`src/nphm_pkg.sv`:
```
// Types, constants and step tables of the single-block NT hash pipeline.
package nphm_pkg;

   localparam int unsigned STEPS      = 48;
   localparam int unsigned BLOCK_WORDS = 16;

   typedef logic [31:0] word_type;

   // working variables handed from cell to cell
   typedef struct packed {
      word_type a;
      word_type b;
      word_type c;
      word_type d;
   } chain_type;

   // one 512-bit message block, word 0 in the low bits
   typedef logic [BLOCK_WORDS-1:0][31:0] block_type;

   localparam word_type IV_A = 32'h67452301;
   localparam word_type IV_B = 32'hefcdab89;
   localparam word_type IV_C = 32'h98badcfe;
   localparam word_type IV_D = 32'h10325476;

   localparam word_type K_ROUND_G = 32'h5a827999;
   localparam word_type K_ROUND_H = 32'h6ed9eba1;

   localparam logic [7:0] PAD_BYTE = 8'h80;

   // round codes
   localparam logic [1:0] ROUND_F = 2'd0;
   localparam logic [1:0] ROUND_G = 2'd1;
   localparam logic [1:0] ROUND_H = 2'd2;

   // configuration register indexes
   localparam logic [1:0] REG_TARGET_A = 2'd0;
   localparam logic [1:0] REG_TARGET_B = 2'd1;
   localparam logic [1:0] REG_TARGET_C = 2'd2;
   localparam logic [1:0] REG_TARGET_D = 2'd3;

   // message word used by each step
   localparam logic [3:0] MSG_INDEX [STEPS] = '{
      4'd0, 4'd1, 4'd2, 4'd3, 4'd4, 4'd5, 4'd6, 4'd7,
      4'd8, 4'd9, 4'd10, 4'd11, 4'd12, 4'd13, 4'd14, 4'd15,
      4'd0, 4'd4, 4'd8, 4'd12, 4'd1, 4'd5, 4'd9, 4'd13,
      4'd2, 4'd6, 4'd10, 4'd14, 4'd3, 4'd7, 4'd11, 4'd15,
      4'd0, 4'd8, 4'd4, 4'd12, 4'd2, 4'd10, 4'd6, 4'd14,
      4'd1, 4'd9, 4'd5, 4'd13, 4'd3, 4'd11, 4'd7, 4'd15
   };

   // rotate amounts, four per round
   localparam logic [4:0] ROT_AMOUNT [12] = '{
      5'd3, 5'd7, 5'd11, 5'd19,
      5'd3, 5'd5, 5'd9, 5'd13,
      5'd3, 5'd9, 5'd11, 5'd15
   };

   // boolean mixing function of each round
   function automatic word_type mix(input logic [1:0] rnd, input word_type x,
                                    input word_type y, input word_type z);
      word_type res;
      unique case (rnd)
         ROUND_F: res = z ^ (x & (y ^ z));
         ROUND_G: res = (x & (y | z)) | (y & z);
         default: res = x ^ y ^ z;
      endcase
      return res;
   endfunction

endpackage

```
`src/nphm_step_cell.sv`:
```
// One compression step: a single add-rotate update of the working variables.
module nphm_step_cell import nphm_pkg::*; #(
   parameter int unsigned STEP = 0
) (
   input  logic      clock,
   input  logic      reset,
   input  logic      advance,
   input  logic      in_valid,
   input  chain_type in_chain,
   input  block_type in_blk,
   output logic      out_valid,
   output chain_type out_chain,
   output block_type out_blk
);

   localparam logic [1:0] RND = 2'(STEP / 16);
   localparam logic [3:0] IDX = MSG_INDEX[STEP];
   localparam logic [4:0] ROT = ROT_AMOUNT[(STEP / 16) * 4 + (STEP % 4)];
   localparam int unsigned ROT_BACK = 32 - int'(ROT);
   localparam word_type K_STEP = (RND == ROUND_F) ? 32'd0 :
                                 (RND == ROUND_G) ? K_ROUND_G : K_ROUND_H;

   logic      valid_ff;
   chain_type chain_ff;
   block_type blk_ff;
   chain_type chain_in;
   word_type  sum;
   word_type  rotated;

   // add, rotate and shift the variables along
   always_comb begin
      sum = in_chain.a + mix(RND, in_chain.b, in_chain.c, in_chain.d) + in_blk[IDX] + K_STEP;
      rotated = (sum << ROT) | (sum >> ROT_BACK);
      chain_in.a = in_chain.d;
      chain_in.b = rotated;
      chain_in.c = in_chain.b;
      chain_in.d = in_chain.c;
   end

   always_ff @(posedge clock) begin
      if (reset) begin
         valid_ff <= 1'b0;
      end else if (advance) begin
         valid_ff <= in_valid;
      end
   end

   always_ff @(posedge clock) begin
      if (advance) begin
         chain_ff <= chain_in;
         blk_ff   <= in_blk;
      end
   end

   assign out_valid = valid_ff;
   assign out_chain = chain_ff;
   assign out_blk   = blk_ff;

endmodule

```
`config.mk`:
```
export PLATFORM = sky130hd
export DESIGN_NAME = nphm_step_cell
export DESIGN_NICKNAME = d
export VERILOG_FILES = /design/src/nphm_pkg.sv /design/src/nphm_step_cell.sv
export SDC_FILE = /design/constraint.sdc
export NUM_CORES = 1
export LEC_CHECK = 0
export ABC_CLOCK_PERIOD_IN_PS = 3900
export BUFFER_PORTS_ARGS = -buffer_cell sky130_fd_sc_hd__buf_2
export CORE_AREA = 2 2 499 501
export CTS_CLUSTER_DIAMETER = 150
export DETAILED_ROUTE_END_ITERATION = 12
export DIE_AREA = 0 0 501 503
export PLACE_DENSITY_LB_ADDON = 0.15
export REMOVE_ABC_BUFFERS = 1
export SETUP_SLACK_MARGIN = 0.3
export SYNTH_ARGS = -nofsm -noshare
export SYNTH_HDL_FRONTEND = slang
export SYNTH_SLANG_ARGS = --single-unit
```
`constraint.sdc`:
```
create_clock -name clock -period 3.9 [get_ports clock]
set_input_delay 0.585 -clock clock [delete_from_list [all_inputs] [get_ports clock]]
set_output_delay 0.585 -clock clock [all_outputs]
set_load 0.005 [all_outputs]
```
======== Yosys cells after proc, flatten, opt, wreduce, memory -nomap -nowiden ========
Index checks and enable logic that the tools add are counted.
operators by class
  $add $sub $neg .......................... 2
  bitwise operators ....................... 4
operator list
  operator                                       count
  32-bit adder                                   2
  32-bit bitwise XOR                             2
  32-bit AND                                     1
  32-bit by 3-bit bitwise OR with 32-bit output  1
storage, ports and cells
  input bits .............................. 644
  bits in registers ....................... 641

======== Depth between registers and ports, before layout ========
  word-level depth ........................ 6
  mapped depth ............................ 12

======== Worst setup path after synthesis ========
No wires, ideal clock.
  path kind ............................... input-to-reg
  start point ............................. input in_chain[65] in the netlist's numbering
  end point ............................... register chain_ff, in the netlist out_chain[92] (data pin)
  arrival time ............................ 3.132 ns
  setup time .............................. 0.260 ns
  buffers on the path ..................... 0
  setup slack ............................. 0.508 ns
  stages .................................. 11
  cells stage by stage .................... mux2_2 -> fa_1 -> ha_1 -> fa_1 -> a21oi_1 -> nand4b_4 -> a21oi_4 -> a41oi_4 -> o41ai_4 -> a41oi_1 -> xnor2_1
on the way
  longest elaborated chain between the ends .. 5
RTL lines
  element                                        RTL line              text
  start: declaration                             nphm_step_cell.sv:9   input chain_type in_chain,
  32-bit AND                                     nphm_pkg.sv:63        ROUND_F: res = z ^ (x & (y ^ z));
  32-bit bitwise XOR                             nphm_pkg.sv:63
  32-bit adder (2 in series)                     nphm_step_cell.sv:32  sum = in_chain.a + mix(RND, in_chain.b, in_chain.c, in_chain.d) + in_blk[IDX] + K_STEP;
  32-bit by 3-bit bitwise OR with 32-bit output  nphm_step_cell.sv:33  rotated = (sum << ROT) | (sum >> ROT_BACK);
  via rotated[28]                                nphm_step_cell.sv:28  word_type rotated;
  end signal: assignment                         nphm_step_cell.sv:50  chain_ff <= chain_in;
  end: declaration                               nphm_step_cell.sv:24  chain_type chain_ff;
The timed path passes the listed nets, and every way through them passes these cells.
A chain may end at the register's enable or synchronous reset.

======== Final worst setup path ========
  start point ............................. input in_chain[82] in the netlist's numbering
  end point ............................... register chain_ff, in the netlist out_chain[94] (data pin)
The elaborated chain is that of the path after synthesis.

==> flow_summary.yaml <==
final_layout:
  drive_gt1_share_pct: 50.8
  mostFrequentLayoutCell: "buf_2"
  seqCellArea_um2: 19200
  multi_input_area_um2: 2680
  synthToLayoutAreaGrowth_pct: 90.0
  mostFrequentLayoutCells: "buf_2, edfxtp_1, dlygate4sd3_1, clkbuf_16, buf_4"
  instances_no_fill: 6258
  nets: 3643
  design_area_um2: 41600
  nFillCells: 27300
clocking:
  tritoncts: "yes"
  cts_made_buffers: 90
  cts.sinks: 641
  clkTransAtPathRegs_ps: 60
  cts_max_path_buffers: 3
  clk_latency_ps: 700
  ctsRootBufferMaster: "clkbuf_16"
  h-tree-depth: 3
setup_path:
  cp_slowest_stage_delay_ps: 560
  crit_path_cell_trace: "dlygate4sd3_1 > buf_2 > mux2_2 > fa_1 > buf_12 > ha_1 > a21oi_2 > o21ai_1 > a221o_1 > a31oi_2 > o41ai_4 > a31oi_2 > xnor2_1"
  critPathMaxFanout: 4
  cp-start-kind: "input pin"
  path_delay_family: "compound AO/OA/AOI/OAI gates"
  crit_buf_inv: 3
  crit_type: "in2reg"
  cp_common_cell: "a31oi_2"
  arrival_ps: 3970
  cp_slowest_cell: "dlygate4sd3_1"
  worstPathRequired_ps: 4360
  worst_setup_path_end_kind: "flop"
route:
  vias: 17600
  post-route-drc-count: 0
  vias_per_cell: 2.81
  drtPass1Iterations: 4
  routedWlPerCell_um: 25.1
  drt_wl_total_um: 157000
  drt_iter0_markers: 1037
  detail-route-antenna-nets: 0
power:
  p_leak_nw: 16.6
  vdd_drop_max_uv: 288
  p_per_area_nw_per_um2: 491
floorplanning:
  rows: 183
  core-area_um2: 247000
  ios: 1285
  die_area_um2: 252000
  die_h_um: 503
  chipWidth_um: 501
  floorplan.initialDensity_pct: 8.87
logic_synthesis:
  synth_edf_count: 640
  synth_warnings: 0
  synth_cell_types: 48
  synth_simple_gate_area_share_pct: 1.39
  synth_fa_ha_area_share_pct: 4.64
  syn_area_per_cell_um2: 23.5
  synthMuxAreaShare_pct: 1.72
  synth-seq-cells: 641
  synth_area_leaders: "edfxtp_1, fa_1, ha_1"
  synth_top_area_share_pct: 87.7
  synth_top_family_by_area: "adder cells"
  dominantRegCellSynth: "edfxtp_1"
  synth_area_um2: 21900
  syn-instance-count: 934
  ys_seq_area_share_pct: 87.8
  synth-compound-area-share_pct: 2.92
  yosys.area.top_type: "edfxtp_1"
  synthArstFlopShare_pct: 0
  synthXorXnorAreaFrac_pct: 1.24
placed_design:
  placedCellCount: 5519
  gp_congestion: 0.816
  place_area_um2: 33000
  dp_hpwl_um: 132000
  port_buffers: 1284
global_route:
  grt-ovfl-total: 0
  grt_pass1_vias: 18900
  grt_max_degree: 67
  track_usage_pct: 11.9
  antenna_found_initial: 68
  grt_pass1_wl_um: 194000
timing:
  skew_ps: 0
  hold_slack_ps: 95.1
  finalHoldViolCount: 0
  rsz0062_at_grt: "true"
  max_freq_mhz: 285
  setup_viol: 0
  slew-limit-headroom_pct: 62.6
  finalCriticalPeriod_ps: 3510
  slew_violations: 0
  fin_crit_sh_pct: 90.1
  fin_tns_setup_ps: 0
  worstMarginPinSlew_ps: 562
flow_run:
  cap_violations: 0
outcome:
  outcome: "finished, final reports clean"
min_path:
  hp-class: "in2reg"
worst paths after layout:
kind	start	end	slack (ps)	cells past startpoint
max	in_chain[82]	out_chain[94]	390	13
min	in_blk[231]	out_blk[231]	100	1
max reg2reg	out_valid	out_valid	3300	2
min reg2reg	out_valid	out_valid	520	2
cells by family after synthesis:
logic type | after synthesis
xor gates and xnor gates | 31
and+or+nand+nor | 61
muxes | 34
adders and majority gates | 62
AOI/OAI and AO/OA | 89
DFF | 641
buffers and inverters | 16
through the flow:
| stage | utilization [%] | setup slack [ps] | total power [mW] |
|---|---|---|---|
| after floorplan | - | 508 | 9.44 |
| after global placement | 13.4 | -292 | 11.8 |
| after detailed placement | 13.4 | -301 | 11.8 |
| after CTS | 16.8 | 300 | 21.0 |
| after global routing | 16.8 | 239 | 21.5 |
| final | 16.9 | 386 | 20.4 |
cell usage after synthesis (4+ instances only):
| cell | instances |
|---|---|
| buf_2 | 5 |
| nand4_1 | 5 |
| xnor2_1 | 19 |
| o21bai_1 | 8 |
| nor3_1 | 4 |
| a21o_1 | 5 |
| nand2_1 | 24 |
| xor2_1 | 12 |
| nor2_1 | 14 |
| o21ai_0 | 13 |
| ha_1 | 30 |
| a21oi_1 | 29 |
| mux2i_1 | 4 |
| inv_1 | 11 |
| fa_1 | 32 |
| nor2b_1 | 5 |
| edfxtp_1 | 640 |
| mux2_2 | 30 |
final cells by class:
class / count / area share, %
sequential: 641 / 46.2
multi-input combinational: 277 / 6.42
clock buffer: 108 / 5.62
clock inverter: 54 / 1.35
tap: 3237 / 9.73
timing repair buffer: 1916 / 30.5
inverter: 11 / 0.0992
antenna: 14 / 0.0841
report_power, final:
part | leakage [nW] | total [mW] | internal [mW] | switching [mW]
combinational | 8.92 | 3.46 | 1.57 | 1.89
sequential | 6.27 | 8.60 | 8.34 | 0.256
clock | 1.41 | 8.38 | 4.84 | 3.54
total | 16.6 | 20.4 | 14.7 | 5.69
routing by layer:
metal	track usage, %	part of all wire [%]
met1	13.0	38
met5	0	0.041
met4	2.82	2.6
met2	19.3	46
met3	7.45	14
flip-flops by register name (all words and copies together), names as in the netlist:
name       flops
out_blk      512
out_valid      1
out_chain    128
what timing repair did:
item	in CTS	in global routing
buffers inserted	0	2
hold endpoints to repair	561	0
endpoints found under the setup margin	0	8
hold buffers	561	0
resized for setup	0	13
Note: power is estimated with default switching activity, not from simulation.
