File: src/nphm_pkg.sv
// Types, constants and step tables of the single-block NT hash pipeline.
package nphm_pkg;

   localparam int unsigned STEPS      = 48;
   localparam int unsigned BLOCK_WORDS = 16;

   typedef logic [31:0] word_type;

   // working variables handed from cell to cell
   typedef struct packed {
      word_type a;
      word_type b;
      word_type c;
      word_type d;
   } chain_type;

   // one 512-bit message block, word 0 in the low bits
   typedef logic [BLOCK_WORDS-1:0][31:0] block_type;

   localparam word_type IV_A = 32'h67452301;
   localparam word_type IV_B = 32'hefcdab89;
   localparam word_type IV_C = 32'h98badcfe;
   localparam word_type IV_D = 32'h10325476;

   localparam word_type K_ROUND_G = 32'h5a827999;
   localparam word_type K_ROUND_H = 32'h6ed9eba1;

   localparam logic [7:0] PAD_BYTE = 8'h80;

   // round codes
   localparam logic [1:0] ROUND_F = 2'd0;
   localparam logic [1:0] ROUND_G = 2'd1;
   localparam logic [1:0] ROUND_H = 2'd2;

   // configuration register indexes
   localparam logic [1:0] REG_TARGET_A = 2'd0;
   localparam logic [1:0] REG_TARGET_B = 2'd1;
   localparam logic [1:0] REG_TARGET_C = 2'd2;
   localparam logic [1:0] REG_TARGET_D = 2'd3;

   // message word used by each step
   localparam logic [3:0] MSG_INDEX [STEPS] = '{
      4'd0, 4'd1, 4'd2, 4'd3, 4'd4, 4'd5, 4'd6, 4'd7,
      4'd8, 4'd9, 4'd10, 4'd11, 4'd12, 4'd13, 4'd14, 4'd15,
      4'd0, 4'd4, 4'd8, 4'd12, 4'd1, 4'd5, 4'd9, 4'd13,
      4'd2, 4'd6, 4'd10, 4'd14, 4'd3, 4'd7, 4'd11, 4'd15,
      4'd0, 4'd8, 4'd4, 4'd12, 4'd2, 4'd10, 4'd6, 4'd14,
      4'd1, 4'd9, 4'd5, 4'd13, 4'd3, 4'd11, 4'd7, 4'd15
   };

   // rotate amounts, four per round
   localparam logic [4:0] ROT_AMOUNT [12] = '{
      5'd3, 5'd7, 5'd11, 5'd19,
      5'd3, 5'd5, 5'd9, 5'd13,
      5'd3, 5'd9, 5'd11, 5'd15
   };

   // boolean mixing function of each round
   function automatic word_type mix(input logic [1:0] rnd, input word_type x,
                                    input word_type y, input word_type z);
      word_type res;
      unique case (rnd)
         ROUND_F: res = z ^ (x & (y ^ z));
         ROUND_G: res = (x & (y | z)) | (y & z);
         default: res = x ^ y ^ z;
      endcase
      return res;
   endfunction

endpackage

File: src/nphm_out.sv
// Output register: adds the chaining values back and compares with the targets.
module nphm_out import nphm_pkg::*; (
   input  logic      clock,
   input  logic      reset,
   input  logic      advance,
   input  logic      in_valid,
   input  chain_type in_chain,
   input  chain_type target,
   output logic      out_valid,
   output chain_type out_digest,
   output logic      out_match
);

   logic      valid_ff;
   chain_type digest_ff;
   logic      match_ff;
   chain_type digest_in;

   // feed-forward addition
   always_comb begin
      digest_in.a = in_chain.a + IV_A;
      digest_in.b = in_chain.b + IV_B;
      digest_in.c = in_chain.c + IV_C;
      digest_in.d = in_chain.d + IV_D;
   end

   always_ff @(posedge clock) begin
      if (reset) begin
         valid_ff <= 1'b0;
      end else if (advance) begin
         valid_ff <= in_valid;
      end
   end

   always_ff @(posedge clock) begin
      if (advance) begin
         digest_ff <= digest_in;
         match_ff  <= (digest_in == target);
      end
   end

   assign out_valid  = valid_ff;
   assign out_digest = digest_ff;
   assign out_match  = match_ff;

endmodule

File: config.mk
export PLATFORM = sky130hd
export DESIGN_NAME = nphm_out
export DESIGN_NICKNAME = d
export VERILOG_FILES = /design/src/nphm_pkg.sv /design/src/nphm_out.sv
export SDC_FILE = /design/constraint.sdc
export NUM_CORES = 1
export LEC_CHECK = 0
export BUFFER_PORTS_ARGS = -buffer_cell sky130_fd_sc_hd__buf_4
export CAP_MARGIN = 20
export CELL_PAD_IN_SITES_DETAIL_PLACEMENT = 1
export CELL_PAD_IN_SITES_GLOBAL_PLACEMENT = 2
export CORE_ASPECT_RATIO = 1.4
export CORE_MARGIN = 3
export CORE_UTILIZATION = 30
export CTS_BUF_LIST = sky130_fd_sc_hd__clkbuf_8
export DETAILED_ROUTE_END_ITERATION = 7
export PLACE_DENSITY_LB_ADDON = 0.25
export SYNTH_ARGS = -nofsm -noshare
export SYNTH_HDL_FRONTEND = slang
export SYNTH_SLANG_ARGS = --single-unit
File: constraint.sdc
create_clock -name clock -period 3.97 [get_ports clock]
set_input_delay 0.794 -clock clock [delete_from_list [all_inputs] [get_ports clock]]
set_output_delay 0.794 -clock clock [all_outputs]
set_load 0.005 [all_outputs]
======== Yosys cells after proc, flatten, opt, wreduce, memory -nomap -nowiden ========
Cells that the tools add are included.
Widths: inputs -> output; s select.
cells by class
  $add $sub $neg .......................... 4
  $mul .................................... 0
  divide/modulo/power cells ............... 0
  order comparisons ....................... 0
  equality and inequality tests ........... 1
  shift-type cells ........................ 0
  mux-type cells .......................... 0
  bitwise logic cells ..................... 0
  reductions and logical operators ........ 0
operator list
  cell                    count
  $eq 128x128->1          1
  $add 32x32->32 const B  2
  $add 32x29->32 const B  1
  $add 32x31->32 const B  1
storage, ports and cells
  register bits ........................... 130
  bits in latches ......................... 0
  RAM bits ................................ 0
  ROM bits ................................ 0
  input bits .............................. 260
  output and inout bits ................... 130
  logic and storage cells ................. 11
  memories ................................ 0

======== Logic depth before layout (Yosys ltp) ========
  word-level depth ........................ 2
  mapped depth ............................ 11
  mapped depth without buffers ............ 11

======== Worst setup path before layout ========
No wires, ideal clock.
  path kind ............................... input port to flip-flop
  from .................................... input port in_chain[39] in the netlist's numbering
  to ...................................... register match_ff, in the netlist out_match, data pin
  setup time .............................. 0.134 ns
  data arrival time ....................... 3.232 ns
  required time ........................... 3.836 ns
  setup slack ............................. 0.604 ns
  cell stages on the path ................. 10
  path buffers ............................ 1
  cells stage by stage .................... clkbuf_1 > nor4_1 > a21oi_1 > nand3b_1 > nand4_1 > or4_1 > or4_1 > nor4_1 > nand4_1 > and4b_1
between the ends
  word-level cells in the longest chain between the ends .. 2
RTL lines
  element               RTL line        source
  from (decl)           nphm_out.sv:7   input chain_type in_chain,
  $add 32x32->32        nphm_out.sv:23  digest_in.c = in_chain.c + IV_C;
  $eq 128x128->1        nphm_out.sv:38  match_ff <= (digest_in == target);
  to (signal assigned)  nphm_out.sv:38
  to (decl)             nphm_out.sv:16  logic match_ff;
Every way passes these cells.
A chain may end at the register's enable or synchronous reset.

======== Worst setup path in the final report ========
  from .................................... input port in_chain[96] in the netlist's numbering
  to ...................................... register match_ff, in the netlist out_match, data pin
between the ends
  word-level cells in the longest chain between the ends .. 2
RTL lines
  element         RTL line        source
  $add 32x31->32  nphm_out.sv:21  digest_in.a = in_chain.a + IV_A;
  $eq 128x128->1  nphm_out.sv:38
Every way passes these cells.

==> summary.txt <==
Global route
  • Pin count of the biggest net entering global routing: 69
  • Gr usage total: 27.3%
  • Grt total ovfl: 0
  • Vias in the first global route: 11,326
  • Global-route wire length before repair: 74,100 um
  • Initial antenna violation count: 3

Place
  • PortBufs: 389
  • GPL Wtd Cong: 0.938
  • Area after DPL: 0.0145 mm^2
  • Detailed placement HPWL: 44,500 um
  • Number of cells after detailed placement: 1,990
  • Pre-CTS WS: -0.249 ns

Worst setup path
  • Reg2Reg Setup Slack: 3.39 ns
  • Max incr delay on CP: 0.59 ns
  • R2r startpoint: out_valid
  • Setup crit start kind: primary input
  • Setup Crit Path Kind: in2reg
  • Critical path's slowest cell: a2111oi_0
  • Worst-path cell chain: buf_4 -> ha_1 -> nand3_1 -> o21ai_0 -> buf_4 -> a211o_1 -> o21a_1 -> o2111ai_1 -> a2111oi_0 -> o2111ai_1 -> nor4_1 -> and4b_1
  • Req. time, crit path: 4.35 ns
  • Crit path max fanout: 6
  • FF-to-FF End: out_valid
  • Worst path arrival time: 3.99 ns
  • Worst Setup End Kind: flop
  • Critical Path Start: in_chain[96]
  • Worst reg-to-reg path cell count: 2

Clock tree
  • Clock-pin slew on the worst setup and hold paths: 0.09 ns
  • Root Buffer: clkbuf_8
  • Post-CTS setup buffer count: 0
  • H-tree lvl count: 4
  • Num CTS Buffers: 17
  • # resized after CTS: 0
  • Skew-Pair Late Insertion Delay: 0.50 ns
  • TritonCTS clock tree: yes
  • Cts hold-fix bufs: 0
  • Clk sinks: 130
  • Clk buf depth: 2

Layout
  • Finished Layout Cells: 2,024
  • Fin util: 43.5%
  • Fill count: 4,062
  • Non-Filler Cell Area, Final: 0.0150 mm^2
  • Synth-to-layout area growth: 41.6%
  • Nets: 1,822
  • Fraction of layout cells with a size suffix above 1: 35.4%

Floorplan
  • Die area: 0.0375 mm^2
  • Row Count: 80
  • Die height: 228 um
  • Initial Util: 30.7%
  • # IOs: 390
  • Core box area: 0.0344 mm^2
  • Die width: 165 um

Hold path
  • Hold endpoint: out_valid
  • Worst hold path cell count: 2
  • HP Class: in2reg
  • Hold Crit Start: reset

Drt
  • Detailed Route WL: 52,600 um
  • Top sig layer: met5
  • DRT met1 WL: 19,400 um
  • Mean number of vias per cell: 5.34
  • DR WL/cell: 26.0 um
  • Met2 WL: 27,800 um
  • Antenna viol nets, final: 0
  • First-pass iteration count of the detailed router: 4
  • Initial DRC Count: 516
  • Drc violations: 0
  • Via count: 10,806
  • Metal3 WL: 3050 um

Flow run
  • Max-cap violation count: 0

STA
  • Final Hold Vio Count: 0
  • Final setup fails: 0
  • Worst Skew: 0 ns
  • Tmin final: 3.60 ns
  • Slew Viols, Final: 0
  • Slew @ Worst Pin: 0.964 ns
  • Fmax: 0.277 GHz
  • Final worst slack: 0.366 ns
  • RSZ-0062 raised after global routing: false
  • Final period utilization: 90.8%
  • Slew headroom: 35.5%

Power
  • PwrDens: 307 mW/mm^2
  • Leak Pwr: 6.15 nW
  • Peak supply drop: 0.000172 V

Synthesis
  • Post-synth EDFFs: 129
  • Most frequent cell after synthesis: xnor2_1
  • Syn Nets: 1,372
  • Post-Syn Area per Cell: 9.54 um^2
  • Top cell type's share of synthesized area: 36.7%
  • Synth area leaders: edfxtp_1, xnor2_1, xor2_1
  • Register area share after synthesis: 36.8%
  • Post-synth ARST share: 0%
  • Synth warnings: 0
  • Synth area leader: edfxtp_1
  • Post-synthesis register bit count: 130
  • Syn Std Cell Area: 0.0106 mm^2
  • Most common flop cell mapped by yosys: edfxtp_1
  • Count of cell types in the netlist: 98
  • Top post-synthesis cells by count: xnor2_1, edfxtp_1, nand2_1, nor2_1, xor2_1
  • Syn Inst Count: 1,108

Outcome
  • Status: finished clean
[final cells by class]
cell class	count	area (um^2)	share of cell area (%)
Multi-Input combinational cell	888	6270	41.9
Sequential cell	130	3890	26.0
Timing Repair Buffer	484	3650	24.4
Tap cell	451	564	3.77
Clock buffer	17	234	1.56
Clock inverter	15	206	1.38
Inverter	37	139	0.928
Antenna cell	2	5.00	0.0334
[layout by cell type (no fill, tap or decap), types with 7 or more instances in the layout]
master | synthesis | final
o221ai_1 | 9 | 9
and3_1 | 14 | 14
xor2_1 | 74 | 74
nand2b_1 | 16 | 16
nor3_1 | 40 | 40
edfxtp_1 | 129 | 129
o22ai_1 | 8 | 8
a31oi_1 | 20 | 20
mux2i_1 | 7 | 7
clkbuf_8 | 4 | 17
o2111ai_1 | 8 | 8
buf_4 | 1 | 482
o31ai_1 | 7 | 7
xnor3_1 | 10 | 10
nand4_1 | 21 | 21
nand3_1 | 31 | 31
o21ai_0 | 35 | 35
nor2_1 | 75 | 75
xnor2_1 | 140 | 140
nor3b_1 | 7 | 7
nor4_1 | 26 | 26
nand2_1 | 85 | 85
o21a_1 | 9 | 9
a21o_1 | 7 | 7
a21oi_1 | 57 | 57
or2_2 | 9 | 9
inv_1 | 36 | 36
o211ai_1 | 8 | 8
nor2b_1 | 11 | 11
or3_1 | 11 | 11
[how the worst max path moves through the flow]
| stage | endpoint | slack, ns | cells past startpoint |
|---|---|---|---|
| 3_5_place_dp | out_match | -0.25 | 12 |
| 2_1_floorplan | out_match | 0.60 | 10 |
| 3_3_place_gp | out_match | -0.13 | 12 |
| 5_1_grt | out_match | 0.03 | 12 |
| 6_report | out_match | 0.37 | 12 |
| 4_1_cts | out_match | 0.31 | 12 |
[stage by stage]
stage	hold WS, ns	power (mW)	TNS (ns)
3_3_place_gp	0.476	3.27	-0.126
5_1_grt	0.432	4.80	0
6_report	0.434	4.59	0
4_1_cts	0.404	4.64	0
2_1_floorplan	0.485	2.37	0
3_5_place_dp	0.498	3.28	-0.249
[sequential cells by signal, summed over array words and instances, names as in the netlist]
register and flops:
out_match 1, out_valid 1, out_digest 128
[metal layers]
layer  vias up  global-route usage, %
li1       5045                      -
met1      5318                   30.1
met2       361                   49.5
met3        80                   5.74
met4         2                   11.9
met5         -                      0
[where the power goes]
part	internal (mW)	switching (mW)
sequential	1.68	0.0436
combinational	0.714	0.809
clock	0.691	0.657
total	3.09	1.51
[critical path, delay by kind of cell]
kind / cells / cell delay [ns]
compound gates: 6 / 1.75
fa+ha+maj: 1 / 0.23
buf+inv: 2 / 0.34
simple gates: 3 / 0.86
[kinds of logic after synthesis]
logic type	share of synthesized area [%]
AOI/OAI and AO/OA	17.0
xor gates and xnor gates	21.0
adders and majority gates	0.474
buffers and inverters	3.79
DFF	36.8
muxes	1.09
and+or+nand+nor	19.7
Note: power is estimated with default switching activity, not from simulation.
