$ cat src/nphm_pkg.sv
// Types, constants and step tables of the single-block NT hash pipeline.
package nphm_pkg;

   localparam int unsigned STEPS      = 48;
   localparam int unsigned BLOCK_WORDS = 16;

   typedef logic [31:0] word_type;

   // working variables handed from cell to cell
   typedef struct packed {
      word_type a;
      word_type b;
      word_type c;
      word_type d;
   } chain_type;

   // one 512-bit message block, word 0 in the low bits
   typedef logic [BLOCK_WORDS-1:0][31:0] block_type;

   localparam word_type IV_A = 32'h67452301;
   localparam word_type IV_B = 32'hefcdab89;
   localparam word_type IV_C = 32'h98badcfe;
   localparam word_type IV_D = 32'h10325476;

   localparam word_type K_ROUND_G = 32'h5a827999;
   localparam word_type K_ROUND_H = 32'h6ed9eba1;

   localparam logic [7:0] PAD_BYTE = 8'h80;

   // round codes
   localparam logic [1:0] ROUND_F = 2'd0;
   localparam logic [1:0] ROUND_G = 2'd1;
   localparam logic [1:0] ROUND_H = 2'd2;

   // configuration register indexes
   localparam logic [1:0] REG_TARGET_A = 2'd0;
   localparam logic [1:0] REG_TARGET_B = 2'd1;
   localparam logic [1:0] REG_TARGET_C = 2'd2;
   localparam logic [1:0] REG_TARGET_D = 2'd3;

   // message word used by each step
   localparam logic [3:0] MSG_INDEX [STEPS] = '{
      4'd0, 4'd1, 4'd2, 4'd3, 4'd4, 4'd5, 4'd6, 4'd7,
      4'd8, 4'd9, 4'd10, 4'd11, 4'd12, 4'd13, 4'd14, 4'd15,
      4'd0, 4'd4, 4'd8, 4'd12, 4'd1, 4'd5, 4'd9, 4'd13,
      4'd2, 4'd6, 4'd10, 4'd14, 4'd3, 4'd7, 4'd11, 4'd15,
      4'd0, 4'd8, 4'd4, 4'd12, 4'd2, 4'd10, 4'd6, 4'd14,
      4'd1, 4'd9, 4'd5, 4'd13, 4'd3, 4'd11, 4'd7, 4'd15
   };

   // rotate amounts, four per round
   localparam logic [4:0] ROT_AMOUNT [12] = '{
      5'd3, 5'd7, 5'd11, 5'd19,
      5'd3, 5'd5, 5'd9, 5'd13,
      5'd3, 5'd9, 5'd11, 5'd15
   };

   // boolean mixing function of each round
   function automatic word_type mix(input logic [1:0] rnd, input word_type x,
                                    input word_type y, input word_type z);
      word_type res;
      unique case (rnd)
         ROUND_F: res = z ^ (x & (y ^ z));
         ROUND_G: res = (x & (y | z)) | (y & z);
         default: res = x ^ y ^ z;
      endcase
      return res;
   endfunction

endpackage

$ cat src/nphm_block.sv
// Front cell: packs the candidate characters into the padded message block.
module nphm_block import nphm_pkg::*; #(
   parameter int unsigned MAX_CHARS = 16
) (
   input  logic        clock,
   input  logic        reset,
   input  logic        advance,
   input  logic        in_valid,
   input  logic [63:0] text_first,
   input  logic [63:0] text_second,
   input  logic [4:0]  text_length,
   output logic        out_valid,
   output block_type   out_blk
);

   logic            valid_ff;
   block_type       blk_ff;
   block_type       blk_in;
   logic [4:0]      len_sat;
   logic [15:0][7:0] chars;
   logic [7:0]      bytes [64];

   assign chars = {text_second, text_first};

   // clamp the length to the supported count
   always_comb begin
      if (text_length > 5'(MAX_CHARS)) begin
         len_sat = 5'(MAX_CHARS);
      end else begin
         len_sat = text_length;
      end
   end

   // place code units, pad byte and bit length
   always_comb begin
      for (int j = 0; j < 64; j++) begin
         bytes[j] = 8'h00;
         if ((j % 2) == 0 && (j / 2) < 16 && 5'(j / 2) < len_sat) begin
            bytes[j] = chars[4'(j / 2)];
         end else if (6'(j) == {len_sat, 1'b0}) begin
            bytes[j] = PAD_BYTE;
         end
      end
      for (int w = 0; w < 16; w++) begin
         blk_in[w] = {bytes[4*w+3], bytes[4*w+2], bytes[4*w+1], bytes[4*w]};
      end
      blk_in[14] = {23'd0, len_sat, 4'd0};
   end

   // hold while the chain is stalled
   always_ff @(posedge clock) begin
      if (reset) begin
         valid_ff <= 1'b0;
      end else if (advance) begin
         valid_ff <= in_valid;
      end
   end

   always_ff @(posedge clock) begin
      if (advance) begin
         blk_ff <= blk_in;
      end
   end

   assign out_valid = valid_ff;
   assign out_blk   = blk_ff;

endmodule

$ cat config.mk
export PLATFORM = sky130hd
export DESIGN_NAME = nphm_block
export DESIGN_NICKNAME = d
export VERILOG_FILES = /design/src/nphm_pkg.sv /design/src/nphm_block.sv
export SDC_FILE = /design/constraint.sdc
export NUM_CORES = 1
export LEC_CHECK = 0
export BUFFER_PORTS_ARGS = -buffer_cell sky130_fd_sc_hd__buf_2
export CORE_AREA = 2 2 253 255
export CTS_BUF_LIST = sky130_fd_sc_hd__clkbuf_4 sky130_fd_sc_hd__clkbuf_8 sky130_fd_sc_hd__clkbuf_16
export CTS_CLUSTER_DIAMETER = 100
export CTS_CLUSTER_SIZE = 10
export DETAILED_ROUTE_END_ITERATION = 8
export DIE_AREA = 0 0 255 257
export SETUP_SLACK_MARGIN = 0.5
export SYNTH_ARGS = -nofsm -noshare
export SYNTH_HDL_FRONTEND = slang
export SYNTH_SLANG_ARGS = --single-unit
$ cat constraint.sdc
create_clock -name clock -period 1.7 [get_ports clock]
set_input_delay 0.17 -clock clock [delete_from_list [all_inputs] [get_ports clock]]
set_output_delay 0.17 -clock clock [all_outputs]
set_load 0.01 [all_outputs]
## After elaboration in Yosys (flattened, before gate mapping)

Index checks and enable logic that the tools add are counted.

- Add/sub/neg operators: 0
- $mul: 0
- Divide/modulo/power cells: 0
- $lt $le $gt $ge: 17
- Equality and inequality tests: 29
- Shifts and indexed selects: 0
- Multiplexer cells: 47
- Bitwise gates (word level): 0
- Reductions and logical operators: 1

Operator list:

| cell | count |
|---|---|
| 2-to-1 mux 8 bit | 46 |
| equality test 5 bit, first input constant | 14 |
| equality test 4 x 5 -> 1 bit, first input constant | 8 |
| < comparator 4 x 5 -> 1 bit, first input constant | 8 |
| equality test 3 x 5 -> 1 bit, first input constant | 4 |
| < comparator 3 x 5 -> 1 bit, first input constant | 4 |
| equality test 2 x 5 -> 1 bit, first input constant | 2 |
| < comparator 1 x 5 -> 1 bit, first input constant | 2 |
| < comparator 2 x 5 -> 1 bit, first input constant | 2 |
| equality test 1 x 5 -> 1 bit, first input constant | 1 |
| > comparator 5 bit, second input constant | 1 |
| logical NOT 5 bit | 1 |
| 2-to-1 mux 5 bit | 1 |

- Bits in registers: 246
- Bits in latches: 0
- RAM bits: 0
- Memory bits (read-only): 0
- Input port bits: 137
- Output and inout port bits: 513
- Memories: 0

## Logic depth before layout (Yosys ltp)

Gate-level depths: netlist of run 1.

- Depth in word-level cells: 5
- Mapped depth: 4

## Least setup slack after synthesis of run 1

No wires, ideal clock.

- Path kind: input to register
- From: input text_length[4]
- To: register blk_ff (netlist bit out_blk[100]) (data pin)
- Setup time: 0.254 ns
- Data arrival time: 0.990 ns
- Setup slack: 0.456 ns
- Stages on the path: 3
- Path buffers: 1
- Cells stage by stage: buf_2 -> a311oi_1 -> and2b_1

- Longest elaborated chain between the ends: 4

Ends and longest elaborated chain:

| item | line | source |
|---|---|---|
| start: declaration | nphm_block.sv:11 | `input logic [4:0] text_length,` |
| > comparator 5 bit | nphm_block.sv:27 | `if (text_length > 5'(MAX_CHARS)) begin` |
| 2-to-1 mux 5 bit (*) | nphm_block.sv:27 |  |
| < comparator 3 x 5 -> 1 bit (*) | n/a |  |
| 2-to-1 mux 8 bit (*) | nphm_block.sv:38 | `if ((j % 2) == 0 && (j / 2) < 16 && 5'(j / 2) < len_sat) begin` |
| end signal: assignment | nphm_block.sv:61 | `blk_ff <= blk_in;` |
| end: declaration | nphm_block.sv:17 | `block_type blk_ff;` |

Mark *: on every way between the ends. The rest lies on a longest branch, timed or not.
A chain may end at the register's enable or synchronous reset.

## Worst setup path after layout of run 1

- From: register blk_ff (netlist bit out_blk[69])
- To: output out_blk[69] in the netlist's numbering

RTL lines:

| item | line | source |
|---|---|---|
| end: declaration | nphm_block.sv:13 | `output block_type out_blk` |

No word-level cell between the ends.

==> out/metrics.csv, run 1 <==
stage,metric,value,unit
logic_synthesis,yosys_warnings,0,
routing,met3WireLength,1920,microns
die,io_pins,650,
logic_synthesis,yosys.area_share.simple,6.97,%
die,chipWidth,255,microns
logic_synthesis,synth-seq-cells,92,
logic_synthesis,ys_types,37,
timing,timing.final.crit_period,1080,ps
setup_path,critPathLaunchType,flip-flop,
global_routing,overflow,0,
clock_tree,post_cts_buffers,0,
setup_path,crit_buf_inv,1,
clock_tree,cts_max_level,3,
finish,nNetsFinal,957,
logic_synthesis,synth-compound-area-share,2.82,%
finish,multi_input_area,0.00232,sq mm
logic_synthesis,avgSynthCellArea,10.6,sq um
setup_path,critPathArrivalTime,910,ps
setup_path,endpoint_kind,output pin,
die,core,0.0627,sq mm
logic_synthesis,synth_top_family_by_area,buffers and inverters,
finish,stdcell_count,1672,
finish,regArea,0.00275,sq mm
placement,hpwl,9850,microns
finish,layout-drive-gt1-share,24.5,%
routing,dr.pass1.iters,4,
clock_tree,cts_inserted_buffers,9,
die,rows,92,
die,initial_core_util,10.6,%
logic_synthesis,synthMuxAreaShare,0.470,%
die,chipHeight,257,microns
timing,clock_skew,0,ps
timing,final_hold_viol_count,0,
setup_path,cp_top_family,flip-flops,
global_routing,first_global_vias,2367,
timing,fin_setup_tns,0,ps
finish,fillerInstances,7255,
clock_tree,clk_path_buf_depth,2,
pwr,peakVddDrop,364,uV
timing,rsz0062_at_grt,no,
flow_run,drv_cap,0,
timing,fin_ws,621,ps
finish,postLayoutCoreUtil,11.8,%
timing,setup_viol,0,
placement,placed_cells,1654,
logic_synthesis,synth_area,0.00666,sq mm
clock_tree,clock-sinks,92,
placement,place_congestion,0.718,
hold_path,hp-class,in -> reg,
global_routing,grt_use_total,2.92,%
routing,drtIter0Drc,119,
finish,area_growth,11.6,%
pwr,p_leak,3.46,nW
finish,layout_common_cells,"434 x conb_1, 163 x buf_2, 91 x edfxtp_1, 30 x nor2b_1, 15 x buf_4",
logic_synthesis,synth_xor_area_share,0,%
routing,routedWlPerCell,7.07,microns
logic_synthesis,synth_largest_area_cell,buf_4,
clock_tree,clk_pin_slew,70,ps
clock_tree,root_buffer,clkbuf_16,
logic_synthesis,synth_top_area_share,47.6,%
global_routing,grt_pass1_wl,14100,microns
timing,timing.final.crit_share,63.4,%
die,dieArea,0.0655,sq mm
clock_tree,tritoncts,built,
setup_path,crit_fanout,1,
setup_path,path_class,reg -> out,
timing,drv_slew,0,
pwr,p_per_area,787,mW/mm^2
routing,wl_met2,5930,microns
outcome,outcome,finished clean,
routing,top_layer_used,met4,
setup_path,slowest_stage,edfxtp_1,
routing,drt-met1-wl,3640,microns
timing,clock.fmax,927,MHz
placement,preCtsSetupSlack,184,ps
logic_synthesis,synth-seq-area-share,41.3,%
setup_path,crit_chain,buf_2,
routing,ant_nets,0,
clock_tree,clk_latency,350,ps
logic_synthesis,syn_inst,626,
routing,viasPerCell,2.07,
setup_path,critical-path-max-stage-delay,400,ps
finish,layout_commonest_cell,conb_1,
placement,port_buffers,164,
routing,wl,11800,microns
timing,hold_ws,57.0,ps
routing,vias,3455,
routing,drc,0,
global_routing,grt_start_max_net_pins,25,
logic_synthesis,ys_top_cells_by_area,"buf_4 48%, edfxtp_1 41%, nor2b_1 2.8%, a21boi_0 1.6%, and2b_1 1.0%",
logic_synthesis,synth_fa_ha_area_share,0,%
global_routing,antenna_found_initial,3,
setup_path,cp.required,1530,ps
## stage by stage
step           area, sq um  total power, W
6_report              7430         0.00585
5_1_grt               7430         0.00613
4_1_cts               7420         0.00593
3_5_place_dp          7110         0.00381
3_3_place_gp          7110         0.00381
2_1_floorplan         8290         0.00415
## metal layers
metal  vias up  track usage (%)
li1       1559                -
met1      1504             2.76
met2       370             5.43
met3        22            0.981
met4         0             1.67
met5         -                0
## what timing repair did
| item | in CTS | in global routing |
|---|---|---|
| endpoints found under the setup margin | 0 | 6 |
| hold endpoints to repair | 1 | 0 |
| hold buffers | 1 | 0 |
| gates resized for setup | 0 | 1 |
## layout make-up
class / instances / area share, %
Tap cell: 846 / 14.3
Antenna cell: 1 / 0.0337
Clock inverter: 6 / 0.927
Inverter: 3 / 0.152
Sequential cell: 92 / 37.1
Clock buffer: 10 / 3.22
Multi-Input combinational cell: 533 / 31.2
Timing Repair Buffer: 181 / 13.2
## worst paths after layout
kind / cells after the start / slack [ps] / from / end
max reg2reg: 2 / 1120 / out_valid / out_valid
max: 1 / 620 / out_blk[69] / out_blk[69]
min reg2reg: 2 / 500 / out_valid / out_valid
min: 2 / 60 / text_first[7] / out_blk[7]
## where the power goes
part / switching [W] / internal (W)
logic: 0.000770 / 0.000268
registers: 0.0000399 / 0.00270
clock network: 0.000880 / 0.00119
total: 0.00169 / 0.00416
## sequential cells by signal (all words and copies together), names as in the netlist
register and count:
out_blk 91, out_valid 1
## cell families (layout without fill, tap and decap cells)
| family | count (synthesis) | in the layout |
|---|---|---|
| flops | 92 | 92 |
| mux | 3 | 3 |
| compound gates | 25 | 25 |
| other cells | 1 | 435 |
| simple gates | 71 | 71 |
| buf+inv | 434 | 200 |
## synthesized netlist by cell type
library cell / count
a2111oi_2: 1
a211oi_1: 1
a21boi_0: 14
a21o_1: 1
a21oi_1: 2
a221o_1: 1
a311oi_1: 1
and2_1: 7
and2b_1: 9
and3_1: 1
buf_2: 4
buf_4: 422
clkbuf_1: 5
conb_1: 1
dfxtp_1: 1
edfxtp_1: 91
inv_1: 3
mux2_2: 1
mux2i_1: 2
nand2_1: 1
nand2b_1: 1
nand3_1: 1
nand3b_1: 2
nor2_1: 7
nor2b_1: 30
nor3_1: 2
nor3_2: 2
nor3b_1: 1
nor4_1: 1
nor4_4: 1
nor4b_1: 1
o21ai_0: 3
o22a_1: 1
or2_2: 1
or3_1: 1
or3b_1: 1
or4_1: 1
Note: power is estimated with default switching activity, not from simulation.
==> run 2: changes to the inputs <==
Clock period 1.7 ns to 1.05 ns, I/O delays scaled along.
==> out/metrics.csv, run 2 (same netlist as run 1, synthesis figures left out) <==
stage,metric,value,unit,change
die,initial_core_util,10.6,%,unchanged
global_routing,overflow,0,,unchanged
clock_tree,clk_pin_slew,80,ps,about the same
hold_path,hp-class,in -> reg,,
die,io_pins,650,,unchanged
timing,clock_skew,0,ps,unchanged
finish,postLayoutCoreUtil,13.5,%,+1.7 points
timing,timing.final.crit_share,102,%,
setup_path,critPathArrivalTime,970,ps,+60 ps
global_routing,grt_util_met1,3.14,%,+0.38 points
outcome,outcome,"finished, violations left",,
global_routing,busiest_layer,met2,,
setup_path,slowest_stage,edfxtp_1,,
routing,dr.pass1.iters,4,,unchanged
placement,preCtsSetupSlack,-328,ps,-513 ps
timing,rsz0062_at_grt,yes,,
finish,nNetsFinal,983,,+2.7%
setup_path,rrSetupSlack,410,ps,-710 ps
finish,layout_commonest_cell,conb_1,,
global_routing,grt_pass1_wl,16600,microns,+18%
timing,hold_ws,-0.398,ps,-57.4 ps
clock_tree,cts_max_level,3,,unchanged
pwr,p_per_area,1200,mW/mm^2,+52%
routing,viasPerCell,2.13,,+3.2%
clock_tree,cts_inserted_buffers,9,,unchanged
routing,ant_nets,0,,unchanged
clock_tree,clk_path_buf_depth,2,,unchanged
setup_path,cp.required,940,ps,-590 ps
global_routing,antenna_found_initial,1,,-2
placement,port_buffers,164,,unchanged
outcome,violations,"hold timing, setup timing",,
finish,layout_common_cells,"434 x conb_1, 113 x buf_2, 91 x edfxtp_1, 64 x buf_6, 16 x nor2b_1",,
clock_tree,clock-sinks,92,,unchanged
finish,largest_reg_flops,91,,unchanged
global_routing,use_met3,1.07,%,+0.091 points
routing,routedWlPerCell,8.22,microns,+16%
setup_path,cp_top_family,flip-flops,,
setup_path,crit_chain,buf_6,,
setup_path,critPathLaunchType,flip-flop,,
clock_tree,root_buffer,clkbuf_16,,
placement,hpwl,11200,microns,+13%
finish,layout-drive-gt1-share,32.0,%,+7.5 points
setup_path,crit_buf_inv,1,,unchanged
die,chipHeight,257,microns,unchanged
routing,vias,3618,,+4.7%
timing,clock.fmax,931,MHz,
routing,wl,13900,microns,+18%
die,rows,92,,unchanged
setup_path,crit_fanout,1,,unchanged
global_routing,grt_use_total,3.51,%,+0.59 points
global_routing,first_global_vias,2612,,+10%
routing,drc,0,,unchanged
routing,drtIter0Drc,164,,+38%
finish,area_growth,27.3,%,
pwr,peakVddDrop,631,uV,+73%
die,core,0.0627,sq mm,unchanged
setup_path,critical-path-max-stage-delay,450,ps,+50 ps
clock_tree,tritoncts,built,,
setup_path,path_class,reg -> out,,
clock_tree,clk_latency,370,ps,+20 ps
timing,timing.final.crit_period,1070,ps,
setup_path,endpoint_kind,output pin,,
timing,setup_viol,3,,+3
flow_run,drv_cap,0,,unchanged
finish,antenna_cells,0,,-1
global_routing,use_met2,6.97,%,+1.5 points
global_routing,grt_start_max_net_pins,21,,-16%
finish,fillerInstances,7109,,-2.0%
die,chipWidth,255,microns,unchanged
timing,fin_ws,-24.5,ps,-646 ps
die,dieArea,0.0655,sq mm,unchanged
placement,place_congestion,0.703,,-2.0%
timing,drv_slew,0,,unchanged
pwr,p_leak,3.90,nW,+13%
timing,final_hold_viol_count,1,,+1
==> run 2: cell count changes in the layout (fill, tap and decap cells not counted), sizes merged <==
cell,change
diode,-1
clkinvlp,-1
clkbuf,-1
inv,+3
clkinv,-1
buf,+26
==> run 2: path summary, 6_finish.rpt <==
path	start	end	cells after the start
setup / recovery	out_blk[151]	out_blk[151]	1
setup reg to reg	out_valid	out_valid	2
hold / removal	in_valid	out_valid	3
hold reg to reg	out_valid	out_valid	2
==> run 2: through the flow <==
stage / cells / setup TNS (ps) / instance area, sq um / power, W
after global placement: 1665 / -9430 / 7300 / 0.00630
final: 1697 / -53.5 / 8480 / 0.0102
after CTS: 1694 / -251 / 8180 / 0.0101
after global routing: 1697 / -256 / 8480 / 0.0106
after detailed placement: 1665 / -10920 / 7300 / 0.00630
after floorplan: 1059 / -77.9 / 8430 / 0.00677
==> run 2: final cells by class <==
type / count / area [sq um] / share of cell area, %
repair buffers: 207 / 1740 / 20.5
multi-input cells: 533 / 2600 / 30.6
clock inverters: 7 / 90.1 / 1.06
well taps: 846 / 1060 / 12.5
flip-flops and latches: 92 / 2750 / 32.5
inverters: 3 / 11.3 / 0.133
clock buffers: 9 / 225 / 2.66
==> run 2: routing by layer <==
layer  part of all wire (%)  routed length [microns]  vias to the layer above
met5                      0                        0                        -
met4                    2.5                      344                        0
met3                     14                     1950                       18
met2                     55                     7600                      363
met1                     29                     4050                     1629
li1                       -                        -                     1608
==> run 2: report_power, final <==
group	leakage, nW	switching [W]	internal, W
registers	0.894	0.000113	0.00438
clock network	0.155	0.00157	0.00191
logic	2.86	0.00137	0.000830
total	3.90	0.00305	0.00712
==> run 2: repair_timing <==
item / 4_1_cts / 5_1_grt
setup endpoints to repair: 168 / 193
buffers inserted: 8 / 3
gates resized for setup: 96 / 56
hold buffers: 1 / 0
gates cloned: 4 / 0
pin swaps: 15 / 10
endpoints found under the hold margin: 4 / 0
